### config.mk
export PLATFORM = sky130hd
export DESIGN_NAME = tick_driven_tone_sequencer_unit
export DESIGN_NICKNAME = d
export VERILOG_FILES = /design/src/rtl/tdts_pkg.sv /design/src/rtl/tick_driven_tone_sequencer_unit.sv /design/src/rtl/tdts_note_mem.sv /design/src/rtl/tdts_ctrl.sv
export SDC_FILE = /design/constraint.sdc
export NUM_CORES = 2
export LEC_CHECK = 0
export BUFFER_PORTS_ARGS = -buffer_cell sky130_fd_sc_hd__buf_2
export CAP_MARGIN = 5
export CELL_PAD_IN_SITES_DETAIL_PLACEMENT = 2
export CELL_PAD_IN_SITES_GLOBAL_PLACEMENT = 2
export CORE_UTILIZATION = 40
export CTS_CLUSTER_SIZE = 14
export DETAILED_ROUTE_END_ITERATION = 8
export HOLD_SLACK_MARGIN = 0.1
export MAX_ROUTING_LAYER = met4
export PLACE_DENSITY_LB_ADDON = 0.1
export SLEW_MARGIN = 25
export SYNTH_ARGS = -nofsm -noshare
export SYNTH_HDL_FRONTEND = slang
export SYNTH_SLANG_ARGS = --single-unit
### constraint.sdc
create_clock -name clk_i -period 5.52 [get_ports clk_i]
set_clock_uncertainty 0.15 [all_clocks]
set_input_delay 0.552 -clock clk_i [delete_from_list [all_inputs] [get_ports clk_i]]
set_output_delay 0.552 -clock clk_i [all_outputs]
set_load 0.01 [all_outputs]
### src/rtl/tdts_pkg.sv
// Shared types, field widths, codes and reset constants of the tone sequencer.
`default_nettype none

package tdts_pkg;

  // Default depth of the note memory
  localparam int unsigned NoteDepth = 64;

  // Field widths
  localparam int unsigned OpW    = 3;
  localparam int unsigned LdIdxW = 6;
  localparam int unsigned NoteW  = 16;
  localparam int unsigned DurW   = 16;
  localparam int unsigned ModeW  = 2;
  localparam int unsigned LenW   = 7;
  localparam int unsigned StepW  = 8;
  localparam int unsigned ElapW  = 17;
  localparam int unsigned EntryW = NoteW + DurW;

  // Stream widths, whole bytes
  localparam int unsigned InDataW  = 40;
  localparam int unsigned OutDataW = 24;
  localparam int unsigned CfgDataW = 8;

  // Register reset values
  localparam logic [LenW-1:0]  TuneLenRst  = 7'd1;
  localparam logic [StepW-1:0] TickStepRst = 8'd10;
  localparam logic [ElapW-1:0] ElapMax     = {ElapW{1'b1}};

  typedef enum logic [OpW-1:0] {
    OP_TICK    = 3'd0,
    OP_LOAD    = 3'd1,
    OP_START   = 3'd2,
    OP_STOP    = 3'd3,
    OP_PAUSE   = 3'd4,
    OP_UNPAUSE = 3'd5
  } op_e;

  typedef enum logic [ModeW-1:0] {
    MODE_STOPPED = 2'd0,
    MODE_PLAYING = 2'd1,
    MODE_PAUSED  = 2'd2
  } mode_e;

  // Configuration register indexes
  typedef enum logic {
    CFG_TUNE_LEN  = 1'b0,
    CFG_TICK_STEP = 1'b1
  } cfg_idx_e;

  typedef struct packed {
    logic [OpW-1:0]    op;
    logic [LdIdxW-1:0] load_index;
    logic [NoteW-1:0]  load_note;
    logic [DurW-1:0]   load_duration;
  } item_t;

  typedef struct packed {
    logic             drive_valid;
    logic [NoteW-1:0] drive_note;
    mode_e            player_mode;
  } result_t;

endpackage

`default_nettype wire

### src/rtl/tick_driven_tone_sequencer_unit.sv
// Tone sequencer top level: stream handshake, config registers, note memory and player.
//
// Usage:
//   Slave stream s_axis carries one command per transfer: tuser holds the op
//   (tick, load, start, stop, pause, unpause); tdata holds the load index,
//   tone code and duration. Master stream m_axis returns exactly one result
//   per command: tuser flags a new tone for the buzzer, tdata holds the tone
//   code and the player mode after the command.
//   Config port: cfg_we_i writes register cfg_idx_i (0 tune length,
//   1 tick step) from cfg_data_i; write only while no command is in flight.
// Pipeline and throughput:
//   A command is taken into the input register, the note memory read for it
//   is issued in that same edge, and its result is then registered in the
//   result register; one command per cycle is sustained while m_axis_tready
//   is high. The rate is set by the single state update per cycle in the player.
// Reset: player stopped, position 0, tune length 1, tick step 10; note memory
//   contents are undefined until loaded.
// Stall: the output register holds its result while m_axis_tready is low;
//   the input register takes one more command, then s_axis_tready drops.
`default_nettype none

module tick_driven_tone_sequencer_unit #(
  parameter int unsigned NOTE_DEPTH = tdts_pkg::NoteDepth
) (
  input  wire logic                             clk_i,
  input  wire logic                             rst_ni,
  // Slave stream
  input  wire logic                             s_axis_tvalid,
  output logic                                  s_axis_tready,
  // [5:0] load_index, [21:6] load_note, [37:22] load_duration, [39:38] zero
  input  wire logic [tdts_pkg::InDataW-1:0]     s_axis_tdata,
  // [2:0] op
  input  wire logic [tdts_pkg::OpW-1:0]         s_axis_tuser,
  // Master stream
  output logic                                  m_axis_tvalid,
  input  wire logic                             m_axis_tready,
  // [15:0] drive_note, [17:16] player_mode, [23:18] zero
  output logic      [tdts_pkg::OutDataW-1:0]    m_axis_tdata,
  // [0] drive_valid
  output logic      [0:0]                       m_axis_tuser,
  // Config write port
  input  wire logic                             cfg_we_i,
  input  wire logic                             cfg_idx_i,
  input  wire logic [tdts_pkg::CfgDataW-1:0]    cfg_data_i
);

  localparam int unsigned IdxW = $clog2(NOTE_DEPTH);

  logic                              in_vld_q, out_vld_q, adv, s_xfer;
  tdts_pkg::item_t                   item_q, item_in;
  tdts_pkg::result_t                 res, res_q;
  logic [tdts_pkg::LenW-1:0]         tune_len_q;
  logic [tdts_pkg::StepW-1:0]        tick_step_q;
  logic [IdxW-1:0]                   rd_pos, rd_prev, wr_addr;
  logic                              wr_en;
  logic [tdts_pkg::EntryW-1:0]       wr_data, rd_cur, rd_prv;

  // Handshake
  assign adv           = in_vld_q && (!out_vld_q || m_axis_tready);
  assign s_axis_tready = !in_vld_q || adv;
  assign s_xfer        = s_axis_tvalid && s_axis_tready;

  // Input unpack
  assign item_in.op            = s_axis_tuser;
  assign item_in.load_index    = s_axis_tdata[5:0];
  assign item_in.load_note     = s_axis_tdata[21:6];
  assign item_in.load_duration = s_axis_tdata[37:22];

  // Input register
  always_ff @(posedge clk_i or negedge rst_ni) begin
    if (!rst_ni) begin
      in_vld_q <= 1'b0;
    end else if (s_xfer) begin
      in_vld_q <= 1'b1;
    end else if (adv) begin
      in_vld_q <= 1'b0;
    end
  end

  always_ff @(posedge clk_i) begin
    if (s_xfer) begin
      item_q <= item_in;
    end
  end

  // Config registers
  always_ff @(posedge clk_i or negedge rst_ni) begin
    if (!rst_ni) begin
      tune_len_q  <= tdts_pkg::TuneLenRst;
      tick_step_q <= tdts_pkg::TickStepRst;
    end else if (cfg_we_i) begin
      case (cfg_idx_i)
        tdts_pkg::CFG_TUNE_LEN:  tune_len_q  <= cfg_data_i[tdts_pkg::LenW-1:0];
        tdts_pkg::CFG_TICK_STEP: tick_step_q <= cfg_data_i[tdts_pkg::StepW-1:0];
        default: ;
      endcase
    end
  end

  tdts_note_mem #(
    .NOTE_DEPTH (NOTE_DEPTH)
  ) u_mem (
    .clk_i       (clk_i),
    .wr_en_i     (wr_en),
    .wr_addr_i   (wr_addr),
    .wr_data_i   (wr_data),
    .rd_en_i     (s_xfer),
    .rd_addr_a_i (rd_pos),
    .rd_addr_b_i (rd_prev),
    .rd_data_a_o (rd_cur),
    .rd_data_b_o (rd_prv)
  );

  tdts_ctrl #(
    .NOTE_DEPTH (NOTE_DEPTH)
  ) u_ctrl (
    .clk_i       (clk_i),
    .rst_ni      (rst_ni),
    .adv_i       (adv),
    .item_i      (item_q),
    .tune_len_i  (tune_len_q),
    .tick_step_i (tick_step_q),
    .cur_note_i  (rd_cur[tdts_pkg::NoteW-1:0]),
    .prev_dur_i  (rd_prv[tdts_pkg::EntryW-1:tdts_pkg::NoteW]),
    .res_o       (res),
    .rd_pos_o    (rd_pos),
    .rd_prev_o   (rd_prev),
    .wr_en_o     (wr_en),
    .wr_addr_o   (wr_addr),
    .wr_data_o   (wr_data)
  );

  // Result register
  always_ff @(posedge clk_i or negedge rst_ni) begin
    if (!rst_ni) begin
      out_vld_q <= 1'b0;
    end else if (adv) begin
      out_vld_q <= 1'b1;
    end else if (m_axis_tready) begin
      out_vld_q <= 1'b0;
    end
  end

  always_ff @(posedge clk_i) begin
    if (adv) begin
      res_q <= res;
    end
  end

  // Output pack
  assign m_axis_tvalid = out_vld_q;
  assign m_axis_tuser  = res_q.drive_valid;
  assign m_axis_tdata  = {{(tdts_pkg::OutDataW - tdts_pkg::NoteW - tdts_pkg::ModeW){1'b0}},
                          res_q.player_mode, res_q.drive_note};

  // Checks
  a_silent_without_drive: assert property (@(posedge clk_i) disable iff (!rst_ni)
    (m_axis_tvalid && !m_axis_tuser[0]) |-> (m_axis_tdata[tdts_pkg::NoteW-1:0] == '0))
    else $error("note field nonzero without a new tone");

  a_ready_only_blocked_by_held: assert property (@(posedge clk_i) disable iff (!rst_ni)
    !s_axis_tready |-> (in_vld_q && out_vld_q && !m_axis_tready))
    else $error("input blocked without a held result");

  a_adv_fills_output: assert property (@(posedge clk_i) disable iff (!rst_ni)
    adv |=> out_vld_q)
    else $error("processed command produced no result");

  a_held_item_stable: assert property (@(posedge clk_i) disable iff (!rst_ni)
    (in_vld_q && !adv) |=> (in_vld_q && $stable(item_q)))
    else $error("waiting command lost or changed");

endmodule

`default_nettype wire

### src/rtl/tdts_note_mem.sv
// Note memory: one write port, two registered read ports with write bypass.
`default_nettype none

module tdts_note_mem #(
  parameter int unsigned NOTE_DEPTH = tdts_pkg::NoteDepth,
  localparam int unsigned IdxW = $clog2(NOTE_DEPTH)
) (
  input  wire logic                        clk_i,
  input  wire logic                        wr_en_i,
  input  wire logic [IdxW-1:0]             wr_addr_i,
  input  wire logic [tdts_pkg::EntryW-1:0] wr_data_i,
  input  wire logic                        rd_en_i,
  input  wire logic [IdxW-1:0]             rd_addr_a_i,
  input  wire logic [IdxW-1:0]             rd_addr_b_i,
  output logic      [tdts_pkg::EntryW-1:0] rd_data_a_o,
  output logic      [tdts_pkg::EntryW-1:0] rd_data_b_o
);

  logic [tdts_pkg::EntryW-1:0] mem [NOTE_DEPTH];
  logic [tdts_pkg::EntryW-1:0] rd_a_q, rd_b_q, wr_fwd_q;
  logic                        byp_a_q, byp_b_q;

  // Write port
  always_ff @(posedge clk_i) begin
    if (wr_en_i) begin
      mem[wr_addr_i] <= wr_data_i;
    end
  end

  // Read ports; a same-edge write to the read address is forwarded
  always_ff @(posedge clk_i) begin
    if (rd_en_i) begin
      rd_a_q   <= mem[rd_addr_a_i];
      rd_b_q   <= mem[rd_addr_b_i];
      byp_a_q  <= wr_en_i && (wr_addr_i == rd_addr_a_i);
      byp_b_q  <= wr_en_i && (wr_addr_i == rd_addr_b_i);
      wr_fwd_q <= wr_data_i;
    end
  end

  assign rd_data_a_o = byp_a_q ? wr_fwd_q : rd_a_q;
  assign rd_data_b_o = byp_b_q ? wr_fwd_q : rd_b_q;

endmodule

`default_nettype wire

### src/rtl/tdts_ctrl.sv
// Player state: mode machine, play position, note timer and result build.
`default_nettype none

module tdts_ctrl #(
  parameter int unsigned NOTE_DEPTH = tdts_pkg::NoteDepth,
  localparam int unsigned IdxW = $clog2(NOTE_DEPTH)
) (
  input  wire logic                         clk_i,
  input  wire logic                         rst_ni,
  input  wire logic                         adv_i,
  input  wire tdts_pkg::item_t              item_i,
  input  wire logic [tdts_pkg::LenW-1:0]    tune_len_i,
  input  wire logic [tdts_pkg::StepW-1:0]   tick_step_i,
  input  wire logic [tdts_pkg::NoteW-1:0]   cur_note_i,
  input  wire logic [tdts_pkg::DurW-1:0]    prev_dur_i,
  output tdts_pkg::result_t                 res_o,
  output logic      [IdxW-1:0]              rd_pos_o,
  output logic      [IdxW-1:0]              rd_prev_o,
  output logic                              wr_en_o,
  output logic      [IdxW-1:0]              wr_addr_o,
  output logic      [tdts_pkg::EntryW-1:0]  wr_data_o
);

  // Wide enough for the tune length register and for NOTE_DEPTH itself
  localparam int unsigned CntW = (IdxW + 1 > tdts_pkg::LenW) ? IdxW + 1 : tdts_pkg::LenW;
  localparam logic [CntW-1:0] DepthC = CntW'(NOTE_DEPTH);

  tdts_pkg::mode_e                mode_q, mode_d;
  logic [IdxW-1:0]                pos_q, pos_d;
  logic                           act_q, act_d;
  logic [tdts_pkg::ElapW-1:0]     elap_q, elap_d;

  logic [CntW-1:0]                len, len_raw, pos_inc;
  logic [tdts_pkg::ElapW-1:0]     elap_base;
  logic [tdts_pkg::ElapW:0]       elap_sum;
  logic                           expired, playing, is_tick, is_pause;

  // Effective tune length, clamped to 1..NOTE_DEPTH
  always_comb begin
    len_raw = CntW'(tune_len_i);
    if (len_raw == '0) begin
      len = CntW'(1);
    end else if (len_raw > DepthC) begin
      len = DepthC;
    end else begin
      len = len_raw;
    end
  end

  assign playing  = (mode_q == tdts_pkg::MODE_PLAYING);
  assign is_tick  = (item_i.op == tdts_pkg::OP_TICK);
  assign is_pause = (item_i.op == tdts_pkg::OP_PAUSE);
  assign pos_inc  = CntW'(pos_q) + CntW'(1);
  assign expired  = elap_q > tdts_pkg::ElapW'(prev_dur_i);
  assign elap_base = expired ? '0 : elap_q;
  assign elap_sum  = {1'b0, elap_base} + (tdts_pkg::ElapW + 1)'(tick_step_i);

  // Mode next state
  always_comb begin
    mode_d = mode_q;
    if (adv_i) begin
      case (item_i.op)
        tdts_pkg::OP_START: begin
          if (mode_q == tdts_pkg::MODE_STOPPED) mode_d = tdts_pkg::MODE_PLAYING;
        end
        tdts_pkg::OP_STOP: begin
          if (playing) mode_d = tdts_pkg::MODE_STOPPED;
        end
        tdts_pkg::OP_PAUSE: begin
          if (playing) mode_d = tdts_pkg::MODE_PAUSED;
        end
        tdts_pkg::OP_UNPAUSE: begin
          if (mode_q == tdts_pkg::MODE_PAUSED) mode_d = tdts_pkg::MODE_PLAYING;
        end
        default: ;
      endcase
    end
  end

  // Position and note timer
  always_comb begin
    pos_d  = pos_q;
    act_d  = act_q;
    elap_d = elap_q;
    if (adv_i) begin
      case (item_i.op)
        tdts_pkg::OP_TICK: begin
          if (playing) begin
            if (!act_q) begin
              pos_d = (pos_inc >= len) ? '0 : pos_inc[IdxW-1:0];
              act_d = 1'b1;
            end else begin
              if (expired) act_d = 1'b0;
              elap_d = elap_sum[tdts_pkg::ElapW] ? tdts_pkg::ElapMax
                                                  : elap_sum[tdts_pkg::ElapW-1:0];
            end
          end
        end
        tdts_pkg::OP_START: begin
          if (mode_q == tdts_pkg::MODE_STOPPED) begin
            act_d  = 1'b0;
            elap_d = '0;
          end
        end
        default: ;
      endcase
    end
  end

  // Outputs: result, read addresses for the next item, memory write
  always_comb begin
    res_o.drive_valid = playing && ((is_tick && !act_q) || is_pause);
    res_o.drive_note  = (playing && is_tick && !act_q) ? cur_note_i : '0;
    res_o.player_mode = mode_d;

    rd_pos_o  = pos_d;
    rd_prev_o = (pos_d == '0) ? IdxW'(len - CntW'(1)) : pos_d - IdxW'(1);

    wr_en_o   = adv_i && (item_i.op == tdts_pkg::OP_LOAD) &&
                ((CntW + tdts_pkg::LdIdxW)'(item_i.load_index) <
                 (CntW + tdts_pkg::LdIdxW)'(NOTE_DEPTH));
    wr_addr_o = IdxW'(item_i.load_index);
    wr_data_o = {item_i.load_duration, item_i.load_note};
  end

  always_ff @(posedge clk_i or negedge rst_ni) begin
    if (!rst_ni) begin
      mode_q <= tdts_pkg::MODE_STOPPED;
      pos_q  <= '0;
      act_q  <= 1'b0;
      elap_q <= '0;
    end else begin
      mode_q <= mode_d;
      pos_q  <= pos_d;
      act_q  <= act_d;
      elap_q <= elap_d;
    end
  end

endmodule

`default_nettype wire

==> parameters.txt <==
Parameter                              Value

Global routing
  Global route overflow ... 0
  Global-route wire length before repair ... a little under 400000 um
  Number of global-route vias before repair ... ~53000
  Initial antenna violation count ... 18
  GRT Util Overall ... 0.251
  Largest net degree at the start of global routing ... approximately 130

Clocking
  Clock tree from TritonCTS ... built
  Cts bufs inserted ... between 200 and 250
  Insertion delay of the later-clocked pin in the worst-skew pair ... slightly below 0.9 ns
  Clk pin slew, worst setup/hold paths ... about 0.060 ns
  CTS Sinks ... 2217
  H-tree level count ... 4
  Master cell of the clock root buffer ... clkbuf_16
  Worst-case clock buffer depth ... 3

Finish
  Fraction of final layout cells with drive strength greater than 1 ... 0.193
  NumNets Final ... between 5000 and 6000
  Non-filler cells, final ... 8493
  Synth-to-Final Area Change ... 16.5%
  Number of inserted filler cells in the final layout ... between 15000 and 20000
  Final Core Density ... 0.470

Timing
  Setup Viol. Count Final ... 0
  RSZ-0062 raised after global routing ... no
  Number of slew-limit violations in the final report ... 0
  Tmin final ... about 5.3 ns
  Tcrit/Tclk final ... 0.964
  Hold slack final ... roughly 0.23 ns
  Worst Tran Pin Value ... between 1 and 1.5 ns
  Setup tns final ... 0 ns
  Remaining max-slew budget at the tightest pin ... 0.330
  Count of endpoints failing hold in the final timing report ... 0
  Max Clock Freq ... 0.188 GHz

Floorplan
  Starting density of the core ... 0.404
  Die area ... between 200000 and 250000 um^2
  Chip width ... ~470 um
  Std-Cell Core Area ... 215000 um^2
  Die Height ... between 400 and 500 um
  FP Rows ... 170
  Total I/O pin count ... 84

Critical path
  Critical Path Source Type ... flip-flop
  Slack of the worst reg-to-reg path ... 0.20 ns
  Arrival time reported for the critical path endpoint ... 5.74 ns
  Crit. End Element ... flip-flop
  Register-to-Register Path Depth ... 20
  Startpoint of the worst register-to-register path ... u_ctrl.pos_q[0]$_DFF_PN0_
  Setup CP Type ... reg -> reg
  Critical R2R Capture ... u_mem.rd_b_q[24]$_DFFE_PP_
  Max Fanout on Critical Path ... 17
  Critical path required time ... about 5.9 ns

Place
  Number of placed instances with taps included ... 7984
  Final HPWL DP ... around 150000 um
  Buffers on Ports ... 75
  Routability Congestion ... 0.773

Hold path
  Tightest Hold Check Type ... in -> reg
  Cell depth of the worst hold path ... 2
  Min-delay src ... s_axis_tdata[27]
  End of the worst hold path ... item_q[5]$_DFFE_PP_

Routing
  Drt wl/cell ... approximately 31 um
  Number of detailed-routing iterations run before antenna repair ... 5
  Average via count per standard cell ... 5.79
  Antenna violation net count after detailed routing ... 0
  Number of vias after detailed routing ... between 40000 and 50000
  DRC errors left ... 0
  Total detailed-routing wirelength ... approximately 270000 um
  Iteration-0 DRC Markers ... roughly 4000

Logic synthesis
  Sequential element share of the synthesized area ... 0.764
  Register bit total from synthesis ... 2217
  Post-synth ARST share ... 0.0194
  Ys Warns ... 0
  Average cell area after synthesis ... ~17 um^2
  Count of unique library cells instantiated by Yosys ... 70
  EDFF count, synth ... between 2000 and 2500
  Post-synth top flop ... edfxtp_1
  Cell count after synthesis ... 5076
  Netlist area before placement ... just under 90000 um^2

Pwr
  Pwr Total ... 49800 uW
  Sw frac ... 0.322
  Internal power ... roughly 34000 uW
  Gate power share ... 0.308
  Peak ir drop on the vdd network ... 0.000321 V
  Power density over cell area ... around 490 nW/um^2
  Switch Pwr ... around 16000 uW
  Clock network fraction of total power ... 0.309
  Part of the total power dissipated in sequential elements ... 0.383
  Static leakage ... 0.0340 uW

Flow run
  Max-capacitance violation count ... 0

Status
  Result of the run ... complete, no violations
[metal layers]
metal / GRT usage / up-vias / part of all wire
met5: - / - / 0
met4: 0.0542 / 0 / 0.016
met3: 0.0310 / 309 / 0.043
met2: 0.418 / 1162 / 0.50
met1: 0.331 / 26800 / 0.44
li1: - / 20800 / -
[cell usage in the layout (no fill, tap or decap), drive strengths merged, types with 17 or more instances in the layout]
master and count:
o31ai 17, and3 142, a32oi 17, mux4 254
a221oi 30, clkinv 106, edfxtp 2174, o22ai 34
mux2i 238, nor2 108, dfrtp 40, ha 33
clkbuf 303, o221ai 79, a31oi 101, nand3 105
a22o 31, bufinv 17, nand2 847, inv 29
o21ai 105, buf 382, dlygate4sd3 60, a21oi 122
a311oi 71
[through the flow]
stage	setup slack, ns	area [um^2]
final	0.197	101000
after global routing	0.00660	101000
after CTS	0.00922	101000
after detailed placement	-0.116	93000
after global placement	0.00186	93000
after floorplan	0.100	87000
[cell families (layout without fill, tap and decap cells)]
| kind of cell | count (synthesis) | after routing | synth area share |
|---|---|---|---|
| XOR/XNOR | 25 | 25 | 0.00269 |
| multiplexers | 507 | 507 | 0.0952 |
| buffers and inverters | 331 | 903 | 0.0159 |
| AND/OR/NAND/NOR | 1284 | 1284 | 0.0638 |
| adder cells (fa/ha/maj) | 34 | 34 | 0.00498 |
| AO/OA/AOI/OAI | 677 | 677 | 0.0539 |
| other | 1 | 8 | 0.0000431 |
| flip-flops | 2217 | 2217 | 0.764 |
[power groups by stage]
stage	combinational (uW)	sequential [uW]	clock [uW]
6_report	15300	19100	15400
5_1_grt	16400	19100	16300
3_5_place_dp	15100	19400	0
2_1_floorplan	9300	19400	0
4_1_cts	15300	19100	15700
3_3_place_gp	14700	19400	0
[cells in the mapped netlist (all sizes together), types with 3 or more instances]
library cell,n,area [um^2]
edfxtp,2174,65300
nand2,847,3180
mux4,254,5720
mux2i,238,2380
clkbuf,211,792
and3,142,888
a21oi,122,611
nor2,108,405
nand3,105,526
o21ai,105,541
a31oi,101,638
buf,96,499
o221ai,79,692
a311oi,71,622
dfrtp,40,1000
o22ai,34,213
ha,33,413
a22o,31,272
a221oi,30,263
inv,23,86.3
a32oi,17,149
o31ai,17,128
and2,16,100
xnor2,16,148
mux2,15,169
nor2b,15,101
a211oi,11,82.6
o21a,10,75.1
o311ai,10,87.6
a21o,9,67.6
nand4,9,56.3
xor2,9,86.3
nand2b,8,50.1
nor3,8,40.0
or3,8,50.1
a22oi,7,52.6
a31o,7,61.3
nor4,6,52.6
o21bai,4,30.0
a21boi,3,22.5
dfstp,3,78.8
nand3b,3,22.5
o211ai,3,22.5
or2,3,18.8
[worst max-delay path, stage by stage, from the launching register on]
cell and delay (ns):
dfrtp_1 0.36, buf_4 0.16, nand3_1 0.16, nor2_1 0.17
xnor2_1 0.11, ha_1 0.34, nand2_1 0.12, o21ai_2 0.28
a211oi_1 0.10, buf_4 0.17, a21oi_1 0.22, and4_4 0.30
a21oi_1 0.12, ha_4 0.38, buf_4 0.15, buf_12 0.14
buf_4 0.30, mux4_2 0.38, a22o_1 0.28, a221oi_1 0.37
o221ai_1 0.24
[timing repair]
action                                 CTS  global route
resized for setup                        6            21
setup buffers                            0             8
endpoints found under the hold margin  113             0
setup endpoints to repair                7            24
gates cloned                             0             1
pin swaps                                0             2
hold buffers                            61             0
[area by class of cell]
cell class                      count  area, um^2  area share
Multi-Input combinational cell   2533       19900       0.196
Antenna cell                        2        5.00   0.0000494
Timing Repair Buffer              443        4020      0.0397
Clock buffer                      302        6250      0.0617
Sequential cell                  2217       66400       0.655
Tap cell                         2838        3550      0.0351
Inverter                           24         105     0.00104
Clock inverter                    134        1090      0.0108
[worst max-delay path by stage]
| stage | from | to | cells past startpoint |
|---|---|---|---|
| CTS | u_ctrl.pos_q[0]$_DFF_PN0_ | u_mem.rd_b_q[16]$_DFFE_PP_ | 17 |
| detailed placement | u_ctrl.pos_q[0]$_DFF_PN0_ | u_mem.rd_b_q[20]$_DFFE_PP_ | 17 |
| finish | u_ctrl.pos_q[0]$_DFF_PN0_ | u_mem.rd_b_q[24]$_DFFE_PP_ | 20 |
| global placement | u_ctrl.pos_q[0]$_DFF_PN0_ | u_mem.rd_b_q[20]$_DFFE_PP_ | 17 |
| global route | u_ctrl.pos_q[0]$_DFF_PN0_ | u_mem.rd_b_q[24]$_DFFE_PP_ | 20 |
| floorplan | u_ctrl.pos_q[0]$_DFF_PN0_ | u_mem.rd_b_q[16]$_DFFE_PP_ | 24 |
[registers in the layout, indices dropped and copies added (netlist names), 2 cells and up]
signal and flops:
tick_step_q 8, m_axis_tdata 18, u_ctrl.mode_q 2, u_mem.rd_b_q 16, u_mem.mem 2048, u_mem.rd_a_q 16, u_mem.wr_fwd_q 32, tune_len_q 7
u_ctrl.pos_q 6, u_ctrl.elap_q 17, item_q 41
Power figures use the tool's default switching activity.
